File: config.mk
export PLATFORM = sky130hd
export DESIGN_NAME = sprite_row_rle_decoder_core
export DESIGN_NICKNAME = d
export VERILOG_FILES = /design/src/rtl/rrd_pkg.sv /design/src/rtl/rrd_cfg.sv /design/src/rtl/rrd_decode.sv /design/src/rtl/sprite_row_rle_decoder_core.sv
export SDC_FILE = /design/constraint.sdc
export NUM_CORES = 1
export LEC_CHECK = 0
export BUFFER_PORTS_ARGS = -buffer_cell sky130_fd_sc_hd__buf_2
export CORE_ASPECT_RATIO = 1.75
export CORE_MARGIN = 8
export CORE_UTILIZATION = 60
export DETAILED_ROUTE_END_ITERATION = 10
export GPL_TIMING_DRIVEN = 1
export MAX_ROUTING_LAYER = met4
export PLACE_DENSITY = 0.81
export SLEW_MARGIN = 0
export SYNTH_ARGS = -nofsm -noshare
export SYNTH_HDL_FRONTEND = slang
export SYNTH_SLANG_ARGS = --single-unit
File: constraint.sdc
create_clock -name clk -period 11.4 [get_ports clk]
set_input_delay 2.28 -clock clk [delete_from_list [all_inputs] [get_ports clk]]
set_output_delay 2.28 -clock clk [all_outputs]
set_load 0.02 [all_outputs]
File: src/rtl/rrd_pkg.sv
`timescale 1ns / 1ps

package rrd_pkg;

  localparam int MAX_ROW_WIDTH_DEF = 1024;

  localparam int BYTE_W    = 8;
  localparam int WIDTH_W   = 11;
  localparam int COUNT_W   = 9;
  localparam int CFG_IDX_W = 1;

  // register indexes
  localparam logic [CFG_IDX_W-1:0] REG_MODE  = CFG_IDX_W'(0);
  localparam logic [CFG_IDX_W-1:0] REG_WIDTH = CFG_IDX_W'(1);

  // parse phases
  localparam logic [1:0] PH_HEADER  = 2'd0;
  localparam logic [1:0] PH_LENGTH  = 2'd1;
  localparam logic [1:0] PH_LITERAL = 2'd2;

  // segment type and packed codes
  localparam logic [BYTE_W-1:0] TYPE_LITERAL = 8'hFF;
  localparam logic [2:0]        CODE_LITERAL = 3'd7;
  localparam logic [2:0]        CODE_SKIP    = 3'd6;

  // effective configuration seen by the decoder
  typedef struct packed {
    logic               mode;
    logic [WIDTH_W-1:0] width;
  } cfg_t;

  // one decoded run, emit low when the byte produced nothing
  typedef struct packed {
    logic               emit;
    logic [BYTE_W-1:0]  pixel;
    logic [COUNT_W-1:0] count;
    logic               row_end;
  } run_t;

endpackage

File: src/rtl/rrd_cfg.sv
`timescale 1ns / 1ps

module rrd_cfg #(
  parameter int MAX_ROW_WIDTH = rrd_pkg::MAX_ROW_WIDTH_DEF
) (
  input  logic                           clk,
  input  logic                           rst_n,
  input  logic                           wr_en,
  input  logic [rrd_pkg::CFG_IDX_W-1:0]  wr_index,
  input  logic [rrd_pkg::WIDTH_W-1:0]    wr_data,
  output rrd_pkg::cfg_t                  cfg
);
  import rrd_pkg::*;

  // largest width the 11-bit register can reach after clamping
  localparam int WIDTH_MAX_VAL = (1 << WIDTH_W) - 1;
  localparam logic [WIDTH_W-1:0] WIDTH_CAP = (MAX_ROW_WIDTH > WIDTH_MAX_VAL) ?
                                             WIDTH_W'(WIDTH_MAX_VAL) :
                                             WIDTH_W'(MAX_ROW_WIDTH);

  logic               mode_r;
  logic [WIDTH_W-1:0] width_r;
  logic [WIDTH_W-1:0] width_nz;

  always_ff @(posedge clk) begin
    if (!rst_n) begin
      mode_r  <= 1'b0;
      width_r <= WIDTH_W'(1);
    end else if (wr_en) begin
      case (wr_index)
        REG_MODE:  mode_r  <= wr_data[0];
        REG_WIDTH: width_r <= wr_data;
        default: ;
      endcase
    end
  end

  // zero acts as one, oversize acts as the maximum
  assign width_nz  = (width_r == '0) ? WIDTH_W'(1) : width_r;
  assign cfg.mode  = mode_r;
  assign cfg.width = (width_nz > WIDTH_CAP) ? WIDTH_CAP : width_nz;

endmodule

File: src/rtl/rrd_decode.sv
`timescale 1ns / 1ps

module rrd_decode (
  input  logic                         clk,
  input  logic                         rst_n,
  input  logic                         step,
  input  logic [rrd_pkg::BYTE_W-1:0]   byte_i,
  input  logic                         start_i,
  input  rrd_pkg::cfg_t                cfg,
  output rrd_pkg::run_t                run
);
  import rrd_pkg::*;

  logic [1:0]         phase_r, phase_nxt;
  logic [BYTE_W-1:0]  pend_r, pend_nxt;
  logic [COUNT_W-1:0] lit_r, lit_nxt;
  logic [WIDTH_W-1:0] pos_r, pos_nxt;
  logic               fin_r, fin_nxt;

  always_comb begin
    logic [1:0]         ph;
    logic [BYTE_W-1:0]  pend;
    logic [COUNT_W-1:0] lit;
    logic [WIDTH_W-1:0] pos;
    logic               fin;
    logic               req;
    logic [BYTE_W-1:0]  req_val;
    logic [COUNT_W-1:0] req_cnt;
    logic [WIDTH_W-1:0] left;
    logic [COUNT_W-1:0] cnt;
    logic [WIDTH_W-1:0] pos_new;

    ph      = phase_r;
    pend    = pend_r;
    lit     = lit_r;
    pos     = pos_r;
    fin     = fin_r;
    req     = 1'b0;
    req_val = '0;
    req_cnt = '0;
    cnt     = '0;
    pos_new = '0;
    run     = '0;

    if (start_i) begin
      ph  = PH_HEADER;
      lit = '0;
      pos = '0;
      fin = 1'b0;
    end

    if (fin) begin
      // rest of the row is ignored
    end else if (pos >= cfg.width) begin
      fin = 1'b1;
    end else if (ph == PH_LITERAL) begin
      if (lit != '0) lit = lit - COUNT_W'(1);
      if (lit == '0) ph = PH_HEADER;
      req     = 1'b1;
      req_val = byte_i;
      req_cnt = COUNT_W'(1);
    end else if (!cfg.mode) begin
      if (ph == PH_LENGTH) begin
        ph = PH_HEADER;
        if (pend == TYPE_LITERAL) begin
          lit = {1'b0, byte_i} + COUNT_W'(1);
          ph  = PH_LITERAL;
        end else begin
          req     = 1'b1;
          req_cnt = {1'b0, byte_i} + COUNT_W'(1);
        end
      end else begin
        pend = byte_i;
        ph   = PH_LENGTH;
      end
    end else begin
      ph = PH_HEADER;
      if (byte_i[7:5] == CODE_LITERAL) begin
        lit = COUNT_W'(byte_i[4:0]) + COUNT_W'(1);
        ph  = PH_LITERAL;
      end else if (byte_i[7:5] != CODE_SKIP) begin
        req     = 1'b1;
        req_val = BYTE_W'(byte_i[7:5]);
        req_cnt = COUNT_W'(byte_i[4:0]) + COUNT_W'(1);
      end
    end

    // clip the run to the pixels left in the row
    left = cfg.width - pos;
    if (req) begin
      cnt         = (WIDTH_W'(req_cnt) > left) ? left[COUNT_W-1:0] : req_cnt;
      pos_new     = pos + WIDTH_W'(cnt);
      pos         = pos_new;
      fin         = (pos_new >= cfg.width);
      run.emit    = 1'b1;
      run.pixel   = req_val;
      run.count   = cnt;
      run.row_end = fin;
    end

    phase_nxt = ph;
    pend_nxt  = pend;
    lit_nxt   = lit;
    pos_nxt   = pos;
    fin_nxt   = fin;
  end

  always_ff @(posedge clk) begin
    if (!rst_n) begin
      phase_r <= PH_HEADER;
      pend_r  <= '0;
      lit_r   <= '0;
      pos_r   <= '0;
      fin_r   <= 1'b0;
    end else if (step) begin
      phase_r <= phase_nxt;
      pend_r  <= pend_nxt;
      lit_r   <= lit_nxt;
      pos_r   <= pos_nxt;
      fin_r   <= fin_nxt;
    end
  end

endmodule

File: src/rtl/sprite_row_rle_decoder_core.sv
`timescale 1ns / 1ps

// sprite row run-length decoder
// in_*  : compressed byte requests, one byte each, in_tuser flags the first byte of a row
// out_* : decoded run requests (pixel value and count), out_tlast marks the run that
//         completes the row width
// cfg_* : register writes, index 0 compression mode, index 1 row width; always ready;
//         the user must write them only while the decoder is idle, the block does not enforce it
// throughput: one byte per cycle, sustained while the output is not stalled; the parse state
//   (phase, pending type, literal count, row position) updates in the single decode step
//   between the input register and the output register
// path: a byte accepted into the input register gives its run in the output register;
//   header bytes, ignored bytes and code 6 give no run
// reset: synchronous active low, clears both valid flags, the parse state and the
//   registers (mode 0, width 1); decoding then starts as if a row had begun
// stall: when out_tready is low the result holds; one more byte is taken into the
//   input register, after which in_tready drops until the result is taken
module sprite_row_rle_decoder_core #(
  parameter int MAX_ROW_WIDTH = rrd_pkg::MAX_ROW_WIDTH_DEF
) (
  input  logic                          clk,
  input  logic                          rst_n,
  // [7:0] data_byte
  input  logic [7:0]                    in_tdata,
  // [0] row_start
  input  logic                          in_tuser,
  input  logic                          in_tvalid,
  output logic                          in_tready,
  // [7:0] pixel_value, [16:8] run_count, [23:17] zero
  output logic [23:0]                   out_tdata,
  output logic                          out_tlast,
  output logic                          out_tvalid,
  input  logic                          out_tready,
  input  logic                          cfg_valid,
  output logic                          cfg_ready,
  input  logic [rrd_pkg::CFG_IDX_W-1:0] cfg_index,
  input  logic [rrd_pkg::WIDTH_W-1:0]   cfg_data
);
  import rrd_pkg::*;

  cfg_t cfg;
  run_t run;

  // input register
  logic              s1_valid_r, s1_valid_nxt;
  logic [BYTE_W-1:0] s1_byte_r;
  logic              s1_start_r;

  // output register
  logic               out_valid_r, out_valid_nxt;
  logic [BYTE_W-1:0]  out_pixel_r;
  logic [COUNT_W-1:0] out_count_r;
  logic               out_end_r;

  logic in_acc;
  logic out_free;
  logic adv;

  assign cfg_ready = 1'b1;

  // the output slot frees when empty or being taken this cycle
  assign out_free  = !out_valid_r || out_tready;
  assign adv       = s1_valid_r && out_free;
  assign in_tready = !s1_valid_r || out_free;
  assign in_acc    = in_tvalid && in_tready;

  rrd_cfg #(
    .MAX_ROW_WIDTH(MAX_ROW_WIDTH)
  ) u_cfg (
    .clk      (clk),
    .rst_n    (rst_n),
    .wr_en    (cfg_valid && cfg_ready),
    .wr_index (cfg_index),
    .wr_data  (cfg_data),
    .cfg      (cfg)
  );

  rrd_decode u_decode (
    .clk     (clk),
    .rst_n   (rst_n),
    .step    (adv),
    .byte_i  (s1_byte_r),
    .start_i (s1_start_r),
    .cfg     (cfg),
    .run     (run)
  );

  always_comb begin
    s1_valid_nxt = s1_valid_r;
    if (in_acc) s1_valid_nxt = 1'b1;
    else if (adv) s1_valid_nxt = 1'b0;

    out_valid_nxt = out_valid_r;
    if (adv) out_valid_nxt = run.emit;
    else if (out_tready) out_valid_nxt = 1'b0;
  end

  always_ff @(posedge clk) begin
    if (!rst_n) begin
      s1_valid_r  <= 1'b0;
      out_valid_r <= 1'b0;
    end else begin
      s1_valid_r  <= s1_valid_nxt;
      out_valid_r <= out_valid_nxt;
    end
  end

  // payload, no reset needed
  always_ff @(posedge clk) begin
    if (in_acc) begin
      s1_byte_r  <= in_tdata;
      s1_start_r <= in_tuser;
    end
    if (adv && run.emit) begin
      out_pixel_r <= run.pixel;
      out_count_r <= run.count;
      out_end_r   <= run.row_end;
    end
  end

  assign out_tvalid = out_valid_r;
  assign out_tdata  = {7'b0, out_count_r, out_pixel_r};
  assign out_tlast  = out_end_r;

endmodule

==> summary.md, run 1 <==
| Metric | Value |
|---|---|
| Status | complete, no violations |
| Ant. Diodes | 0 |
| Reg2reg setup slack | 2.83 ns |
| Hold Crit Endpoint | u_cfg.width_r[5] |
| Initial DRC Count | 331 |
| Final wirelength | between 15000 and 20000 µm |
| Post-synthesis simple-gate area fraction | 22.02% |
| Critical R2R Capture | u_decode.fin_r |
| Tcrit/Tclk final | between 70% and 80% |
| Routability Congestion | 1.149 |
| Number of global-route vias before repair | about 5000 |
| Dpl cells | 787 |
| Asr flop ratio synth | 0% |
| Final nets | 748 |
| Kind of critical path | reg2reg |
| Clock Sinks | 72 |
| Critical path required time | 11.64 ns |
| Seq/Total Area, Yosys | a little under a third |
| Final non-filler cell total | between 800 and 900 |
| Hold Crit Start | u_cfg.width_r[5] |
| CTS resizes | 0 |
| Die area | 12480 µm² |
| Post-synth cell types | 83 |
| Crit end category | flop |
| Slew Viols, Final | 0 |
| Most frequent cell after synthesis | nand2_1 |
| Initial antenna violation count | 0 |
| Dominant cells by area after synthesis | dfxtp_1 17%, edfxtp_1 15%, ha_1 9.7%, nand2_1 6.3%, a21oi_1 4.1% |
| Final Setup Violations | 0 |
| CP arrival | approximately 9 ns |
| Final core occ | 66.14% |
| Via count | 5028 |
| Tot Pwr | slightly below 700 µW |
| CTS Buf Count | 9 |
| Die width | between 80 and 90 µm |
| Average size of a mapped cell | 8.371 µm² |
| CP most frequent cell | ha_1 |
| FMAX | 0.1167 GHz |
| Largest net degree at the start of global routing | 41 |
| Worst skew pair latency | ~0.34 ns |
| Min cycle time layout | around 8.6 ns |
| Max clock buf depth | 2 |
| Overflow after GRT | 0 |
| Ys flop type | dfxtp_1 |
| Layout cells sized above 1 | 14.06% |
| Worst reg2reg path depth | 34 |
| Postcts setup bufs | 0 |
| Total iterations of the first detailed-routing run | 5 |
| Multiplexer area fraction after synthesis | 3.869% |
| Synthesized area | 5433 µm² |
| PD cells | 116.6 nW/µm² |
| TritonCTS clock tree | built |
| CP Launch Type | flop |
| Placement row count | 46 |
| P_leak | about 0.0026 µW |
| H-tree Lvls | 3 |
| Hold WS | 0.4662 ns |
| Starting Density | 60.90% |
| Die H | 141.9 µm |
| Root buffer cell | clkbuf_16 |
| Final HPWL DP | around 13000 µm |
| Maxcap violations | 0 |
| Synth top cells by count | 91 x nand2_1, 49 x inv_1, 45 x dfxtp_1, 44 x a21oi_1, 42 x ha_1 |
| Worst Hold Depth | 2 |
| Slew margin rel. | 37.88% |
| Clk_skew | 0.006983 ns |
| Vias per cell | 6.262 |
| CP max FO | 21 |
| Area leader, netlist | dfxtp_1 |
| FILL cells | 783 |
| Compound-Gate Fraction of Synth Area | 19.81% |
| Ports | 54 |
| Wire per inst | 20.55 µm |
| # port buffers | 45 |
| First-pass GRT wire length | 25410 µm |
| Mapped Cells | 649 |
| Slew at the pin closest to its max-slew limit | 0.9311 ns |
| Worst hold path type | reg2reg |
| EDFF count, synth | 27 |
| WP buf/inv | 2 |
| Fraction of the mapped netlist area in adder cells | 10.59% |
| #FFs+latches synth | between 70 and 80 |
| Area grow syn2layout | 8.614% |
| RSZ-0062 raised after global routing | false |
| Core Region | between 8000 and 9000 µm² |
| Crit path max-delay family | compound AO/OA/AOI/OAI gates |
| Antenna Violating Nets Remaining | 0 |
| CP max stage delay | approximately 0.84 ns |
| Hold Vio Cnt, Final | 0 |
| FF-to-FF Start | s1_start_r |
| GRT Util Overall | around 28% |
| Setup TNS | 0 ns |
| Remaining DRCs | 0 |
| Max IR drop VDD | 0.00009419 V |
| Xor/xnor share of the synthesized area | ~4% |
| Clock slew at reported path FFs | 0.07 ns |
| Largest family of logic cells by synthesized area | simple AND/OR/NAND/NOR gates |
| CP max stage cell | and4b_1 |
| Hold_buf cts | 0 |
| Synth top area share | 16.58% |
| Synth warn | 0 |
worst min-delay path, stage by stage, from the launching register on:
cell     delay, ns
dfxtp_1       0.32
nand2_1       0.05
a21oi_1       0.05
layer usage:
layer	vias to the layer above	wire length (µm)	share of wire (%)	global-route usage, %
met3	103	662	4.0	3.998
li1	2360	-	-	-
met5	-	0	0	-
met4	0	1625	9.8	25.18
met1	2357	5347	32	23.81
met2	208	8867	54	50.00
per-stage QoR:
step                setup WS, ns  cell area [µm²]
floorplan                  4.479             5455
global route               2.296             5901
detailed placement         3.056             5602
CTS                        3.034             5901
finish                     2.829             5901
global placement           3.281             5602
registers in the layout, indices dropped and copies added (netlist names):
| signal | flops |
|---|---|
| u_cfg.width_r | 11 |
| u_decode.pos_r | 11 |
| out_count_r | 9 |
| u_decode.lit_r | 9 |
| out_pixel_r | 8 |
| s1_byte_r | 8 |
| u_decode.pend_r | 8 |
| u_decode.phase_r | 2 |
| out_tlast | 1 |
| out_tvalid | 1 |
| s1_start_r | 1 |
| s1_valid_r | 1 |
| u_cfg.mode_r | 1 |
| u_decode.fin_r | 1 |
cell usage in the layout (no fill, tap or decap), drive strengths merged, types with 8 or more instances in the layout:
cell / count
clkbuf: 9
nand3: 20
dfxtp: 45
xor2: 10
nor3: 18
xnor2: 14
buf: 47
conb: 8
and3: 10
ha: 42
a21o: 8
mux2i: 12
nand2: 92
o21ai: 35
edfxtp: 27
nor2: 40
a21oi: 48
mux2: 8
and2: 8
o22ai: 13
nor2b: 9
a31oi: 8
inv: 54
kinds of logic after synthesis:
family | Yosys count
AO/OA/AOI/OAI | 160
XOR/XNOR | 24
adder cells (fa/ha/maj) | 45
buffers and inverters | 86
flip-flops | 72
multiplexers | 20
other | 2
AND/OR/NAND/NOR | 240
power by group:
part	internal, µW	total [µW]	switching, µW
logic	43.7	122	78.5
registers	273	282	8.86
clock network	155	283	129
layout make-up:
cell class                 count  area [µm²]  area share, %
timing repair buffer          47       240.2          4.071
multi-input combinational    497        3306          56.02
inverter                      51       193.9          3.287
sequential                    72        1712          29.01
clock inverter                 7       73.82          1.251
tap                          120       150.1          2.545
clock buffer                   9       225.2          3.817
worst max path at each step:
stage               start              to  slack [ns]  cells after the start
4_1_cts        s1_start_r  u_decode.fin_r        3.03                     34
3_5_place_dp   s1_start_r  u_decode.fin_r        3.06                     34
2_1_floorplan  s1_start_r  u_decode.fin_r        4.48                     39
5_1_grt        s1_start_r  u_decode.fin_r        2.30                     34
3_3_place_gp   s1_start_r  u_decode.fin_r        3.28                     33
6_report       s1_start_r  u_decode.fin_r        2.83                     34
Power figures use the tool's default switching activity.
==> run 2, diff against run 1 <==
--- a/config.mk
+++ b/config.mk
@@ -8,11 +8,11 @@
 export BUFFER_PORTS_ARGS = -buffer_cell sky130_fd_sc_hd__buf_2
 export CORE_ASPECT_RATIO = 1.75
 export CORE_MARGIN = 8
-export CORE_UTILIZATION = 60
+export CORE_UTILIZATION = 55
 export DETAILED_ROUTE_END_ITERATION = 10
 export GPL_TIMING_DRIVEN = 1
 export MAX_ROUTING_LAYER = met4
-export PLACE_DENSITY = 0.81
+export PLACE_DENSITY = 0.78
 export SLEW_MARGIN = 0
 export SYNTH_ARGS = -nofsm -noshare
 export SYNTH_HDL_FRONTEND = slang
==> constraint.sdc (replaced) <==
create_clock -name clk -period 7.7 [get_ports clk]
set_input_delay 1.54 -clock clk [delete_from_list [all_inputs] [get_ports clk]]
set_output_delay 1.54 -clock clk [all_outputs]
set_load 0.02 [all_outputs]
==> run 2 against run 1 <==
  * First-iteration DRC count rose by 21%
  * Sequential share of layout area fell by 0.53 points
  * Clock power rose by 43%
  * Cell area rose by 1.9%
  * Fmax grew 18%
  * Combinational power up 59%
  * Routed wire length up 2.4%
  * Total power is 48% higher
  * Highest routed layer unchanged
==> summary.md, run 2 (same netlist as run 1, synthesis figures left out) <==
| Metric | Value |
|---|---|
| Clk_skew | about 0.012 ns |
| Starting Density | 55.84% |
| Hold WS | 0.4597 ns |
| FMAX | 0.1372 GHz |
| Root buffer cell | clkbuf_16 |
| Total iterations of the first detailed-routing run | 7 |
| Max clock buf depth | 2 |
| Core Region | 9729 µm² |
| Final nets | 757 |
| CTS Buf Count | 9 |
| Critical path required time | roughly 7.9 ns |
| Tcrit/Tclk final | 94.66% |
| TritonCTS clock tree | built |
| Crit end category | flop |
| Status | complete, no violations |
| Worst skew pair latency | roughly 0.34 ns |
| Ant. Diodes | 0 |
| Slew margin rel. | 45.33% |
| Met2 WL | 9159 µm |
| Top Metal Used | met4 |
| M1 wire length | 5573 µm |
| Vias per cell | 6.051 |
| Via count | 4944 |
| Area grow syn2layout | 10.64% |
| Maxcap violations | 0 |
| Final Setup Violations | 0 |
| Worst hold path type | reg2reg |
| Layout cells sized above 1 | 16.18% |
| Die width | between 90 and 100 µm |
| Clock Sinks | 72 |
| Slew at the pin closest to its max-slew limit | 0.8183 ns |
| Max IR drop VDD | around 0.00014 V |
| P_leak | 0.002639 µW |
| CP arrival | 7.53 ns |
| CP most frequent cell | ha_1 |
| # port buffers | 45 |
| Min cycle time layout | 7.289 ns |
| Final core occ | between 60% and 70% |
| Most frequent cells in the layout | 91 x nand2_1, 49 x inv_1, 45 x buf_2, 45 x dfxtp_1, 44 x a21oi_1 |
| Wire per inst | 20.69 µm |
| Number of global-route vias before repair | 5112 |
| Hold_buf cts | 0 |
| H-tree Lvls | 3 |
| CP max FO | 16 |
| First-pass GRT wire length | 26370 µm |
| Hold Vio Cnt, Final | 0 |
| Placement row count | 48 |
| GRT Util Overall | 25.90% |
| Most common cell after layout, fill and taps aside | nand2_1 |
| Clock slew at reported path FFs | 0.07 ns |
| Antenna Violating Nets Remaining | 0 |
| Die H | 147.5 µm |
| Remaining DRCs | 0 |
| Initial antenna violation count | 0 |
| Slew Viols, Final | 0 |
| CP max stage cell | or4_1 |
| CP Launch Type | flop |
| Ports | between 50 and 60 |
| Largest registers | u_cfg.width_r x11, u_decode.pos_r x11 |
| Final wirelength | 16900 µm |
| Die area | 13440 µm² |
| PD cells | 168.9 nW/µm² |
| Routability Congestion | around 1 |
| Kind of critical path | reg2reg |
| CP max stage delay | 0.51 ns |
| Met3 routed WL | 678 µm |
| Initial DRC Count | 400 |
| Largest net degree at the start of global routing | 41 |
| Final HPWL DP | about 13000 µm |
| Overflow after GRT | 0 |
-- run 2: cell types whose count changed in the layout (fill, tap and decap cells not counted), moves of 2 or more --
cell and delta:
buf_4 +8, clkinv_4 -2, clkinvlp_4 +2, nor3_1 -3, nor3_2 +3
-- run 2: layout make-up --
cell class / count / area, µm²
tap: 125 / 156.4
fill: 914 / 3719
clock inverter: 7 / 58.81
multi-input combinational: 497 / 3353
timing repair buffer: 56 / 311.5
inverter: 51 / 193.9
clock buffer: 9 / 225.2
sequential: 72 / 1712
-- run 2: final timing paths --
path                            depth (start not counted)                 to         startpoint  slack [ns]
worst max-delay path                                   34     u_decode.fin_r         s1_start_r        0.41
worst min register to register                          2  u_decode.pos_r[0]  u_decode.pos_r[0]        0.46
worst max register to register                         34     u_decode.fin_r         s1_start_r        0.41
worst min-delay path                                    2  u_decode.pos_r[0]  u_decode.pos_r[0]        0.46
-- run 2: through the flow --
step           instances  setup slack, ns  instance area [µm²]  setup TNS [ns]  total power, µW
4_1_cts              816           0.2947                 5952               0             1008
2_1_floorplan        655           0.7786                 5455               0            557.0
3_3_place_gp         800           0.3331                 5668               0            602.3
6_report             817           0.4112                 6011               0             1015
3_5_place_dp         800           0.3474                 5668               0            605.8
5_1_grt              817         -0.01796                 6011        -0.01796             1050
-- run 2: power by group --
group	internal [µW]	leakage (µW)	total (µW)	switching, µW
sequential	405	0.000638	417	11.5
clock	224	0.000135	404	180
combinational	71.6	0.00187	194	123
total	701	0.00264	1020	315
-- run 2: layer usage --
layer | vias to the layer above | GRT usage [%]
met5 | - | -
met4 | 0 | 22.26
met3 | 85 | 4.622
met2 | 187 | 46.86
met1 | 2299 | 22.45
li1 | 2373 | -
-- run 2: critical path: cells and delay by family, from the launching register on --
kind / cells / cell delay, ns
AO/OA/AOI/OAI: 14 / 2.37
AND/OR/NAND/NOR: 10 / 1.86
buffers and inverters: 4 / 0.65
XOR/XNOR: 1 / 0.33
multiplexers: 1 / 0.36
flip-flops: 1 / 0.42
adder cells (fa/ha/maj): 4 / 1.18
-- run 2: repair_timing --
item | CTS | global route
endpoints found under the setup margin | 0 | 2
hold endpoints to repair | 0 | 0
resized for setup | 0 | 10
buffers inserted | 0 | 1
==> run 3, diff against run 2 <==
--- a/config.mk
+++ b/config.mk
@@ -6,7 +6,6 @@
 export NUM_CORES = 1
 export LEC_CHECK = 0
 export BUFFER_PORTS_ARGS = -buffer_cell sky130_fd_sc_hd__buf_2
-export CORE_ASPECT_RATIO = 1.75
 export CORE_MARGIN = 8
 export CORE_UTILIZATION = 55
 export DETAILED_ROUTE_END_ITERATION = 10
==> run 3 against run 2 <==
  * Clock power fell by 19%
  * Flip-flop and latch count did not move
  * Critical path depth rose by 1
==> summary.md, run 3 (same netlist as run 1, synthesis figures left out) <==
| Metric | Value |
|---|---|
| Status | complete, no violations |
| P_leak | ~0.0026 µW |
| Final non-filler cell total | 820 |
| FF-to-FF Start | u_cfg.width_r[6] |
| Kind of critical path | reg2reg |
| CP Launch Type | flop |
| Maxcap violations | 0 |
| Max clock buf depth | 2 |
| CP max stage cell | fa_1 |
| Ports | 54 |
| Tcrit/Tclk final | between 90% and 100% |
| Multi-input logic area | 3358 µm² |
| Die area | 13310 µm² |
| CP most frequent cell | ha_1 |
| Crit end category | flop |
| H-tree Lvls | 3 |
| FILL cells | 873 |
| RSZ-0062 raised after global routing | false |
| Slew Viols, Final | 0 |
| Setup TNS | 0 ns |
| Dpl cells | roughly 800 |
| Layout cells sized above 1 | 15.87% |
| Die width | 115.4 µm |
| Placement row count | 36 |
| Total iterations of the first detailed-routing run | 5 |
| CP arrival | 7.42 ns |
| WP buf/inv | 1 |
| Final nets | between 700 and 800 |
| Initial DRC Count | between 300 and 400 |
| Area grow syn2layout | 8.821% |
| Clock Sinks | 72 |
| # port buffers | 45 |
| Worst hold path type | reg2reg |
| Routability Congestion | 0.9700 |
| Slew at the pin closest to its max-slew limit | roughly 0.80 ns |
| First-pass GRT wire length | 22940 µm |
| Initial antenna violation count | 0 |
| Met2 WL | 6411 µm |
| Wire per inst | 17.54 µm |
| Max IR drop VDD | 0.0001201 V |
| Hold Crit Endpoint | u_cfg.width_r[5] |
| Core Region | roughly 9700 µm² |
| Most frequent cells in the layout | 91 x nand2_1, 49 x inv_1, 45 x buf_2 |
| M1 wire length | 6365 µm |
| Reg2reg setup slack | 0.54 ns |
| Clock slew at reported path FFs | 0.09 ns |
| Hold_buf cts | 0 |
| PD cells | 156.3 nW/µm² |
| Number of global-route vias before repair | 4622 |
| Critical path required time | 7.96 ns |
| Tot Pwr | 924.1 µW |
| Hold Crit Start | u_cfg.width_r[5] |
| Die H | 115.4 µm |
| Via count | 4875 |
| FMAX | 0.1397 GHz |
| Ant. Diodes | 0 |
| Hold Vio Cnt, Final | 0 |
| Remaining DRCs | 0 |
| Worst reg2reg path depth | 35 |
| Final HPWL DP | 11250 µm |
| Most common cell after layout, fill and taps aside | nand2_1 |
| Register area | 1713 µm² |
| Overflow after GRT | 0 |
| Met3 routed WL | 1199 µm |
| Slew margin rel. | 46.85% |
| Final wirelength | approximately 14000 µm |
| Largest registers | u_cfg.width_r x11, u_decode.pos_r x11 |
| Final Setup Violations | 0 |
| Min cycle time layout | 7.157 ns |
| Antenna Violating Nets Remaining | 0 |
| Clk_skew | ~0.012 ns |
| CTS Buf Count | 9 |
| Root buffer cell | clkbuf_8 |
| Crit path max-delay family | compound AO/OA/AOI/OAI gates |
| CP max stage delay | roughly 0.43 ns |
| Top Metal Used | met4 |
| Worst Hold Depth | 2 |
| Starting Density | 56.10% |
| CP max FO | 7 |
| TritonCTS clock tree | built |
| GRT Util Overall | 22.67% |
| Worst skew pair latency | 0.37 ns |
| Largest net degree at the start of global routing | around 40 |
| Critical R2R Capture | u_decode.fin_r |
| Vias per cell | 5.945 |
==> run 3: worst min-delay path: stages, from the launching register on <==
cell and delay [ns]:
dfxtp_1 0.33, nand2_1 0.05, a21oi_1 0.05
==> run 3: routing by layer <==
metal | track usage, % | vias up
met4 | 9.282 | 0
met5 | - | -
li1 | - | 2368
met3 | 4.044 | 34
met2 | 34.88 | 217
met1 | 28.72 | 2256
==> run 3: cell type report <==
| type | instances | area share, % |
|---|---|---|
| multi-input cells | 497 | 56.80 |
| flip-flops and latches | 72 | 28.97 |
| repair buffers | 51 | 4.635 |
| inverters | 51 | 3.280 |
| well taps | 133 | 2.815 |
| clock buffers | 9 | 2.095 |
| clock inverters | 7 | 1.397 |
==> run 3: what timing repair did <==
| item | 4_1_cts | 5_1_grt |
|---|---|---|
| endpoints found under the setup margin | 0 | 2 |
| setup buffers | 0 | 0 |
| resized for setup | 0 | 11 |
==> run 3: worst max path at each step <==
stage               cells after the start              to             start
floorplan                              39  u_decode.fin_r        s1_start_r
global placement                       34  u_decode.fin_r  u_cfg.width_r[6]
detailed placement                     34  u_decode.fin_r  u_cfg.width_r[6]
CTS                                    34  u_decode.fin_r  u_cfg.width_r[6]
global route                           34  u_decode.fin_r  u_cfg.width_r[6]
finish                                 35  u_decode.fin_r  u_cfg.width_r[6]
==> run 3: metrics by stage <==
stage,utilization (%),setup slack [ns],instance area [µm²],hold WS (ns)
2_1_floorplan,-,0.7786,5455,0.4291
3_3_place_gp,58.32,0.5615,5648,0.4421
3_5_place_dp,58.32,0.4350,5648,0.4549
4_1_cts,60.45,0.3963,5854,0.4678
5_1_grt,61.05,0.0003579,5912,0.5061
6_report,61.05,0.5435,5912,0.4746
==> run 3: power by group <==
group | internal, µW | leakage (µW) | switching [µW]
clock | 157 | 0.000107 | 171
combinational | 68.6 | 0.00185 | 112
sequential | 405 | 0.000638 | 11.5
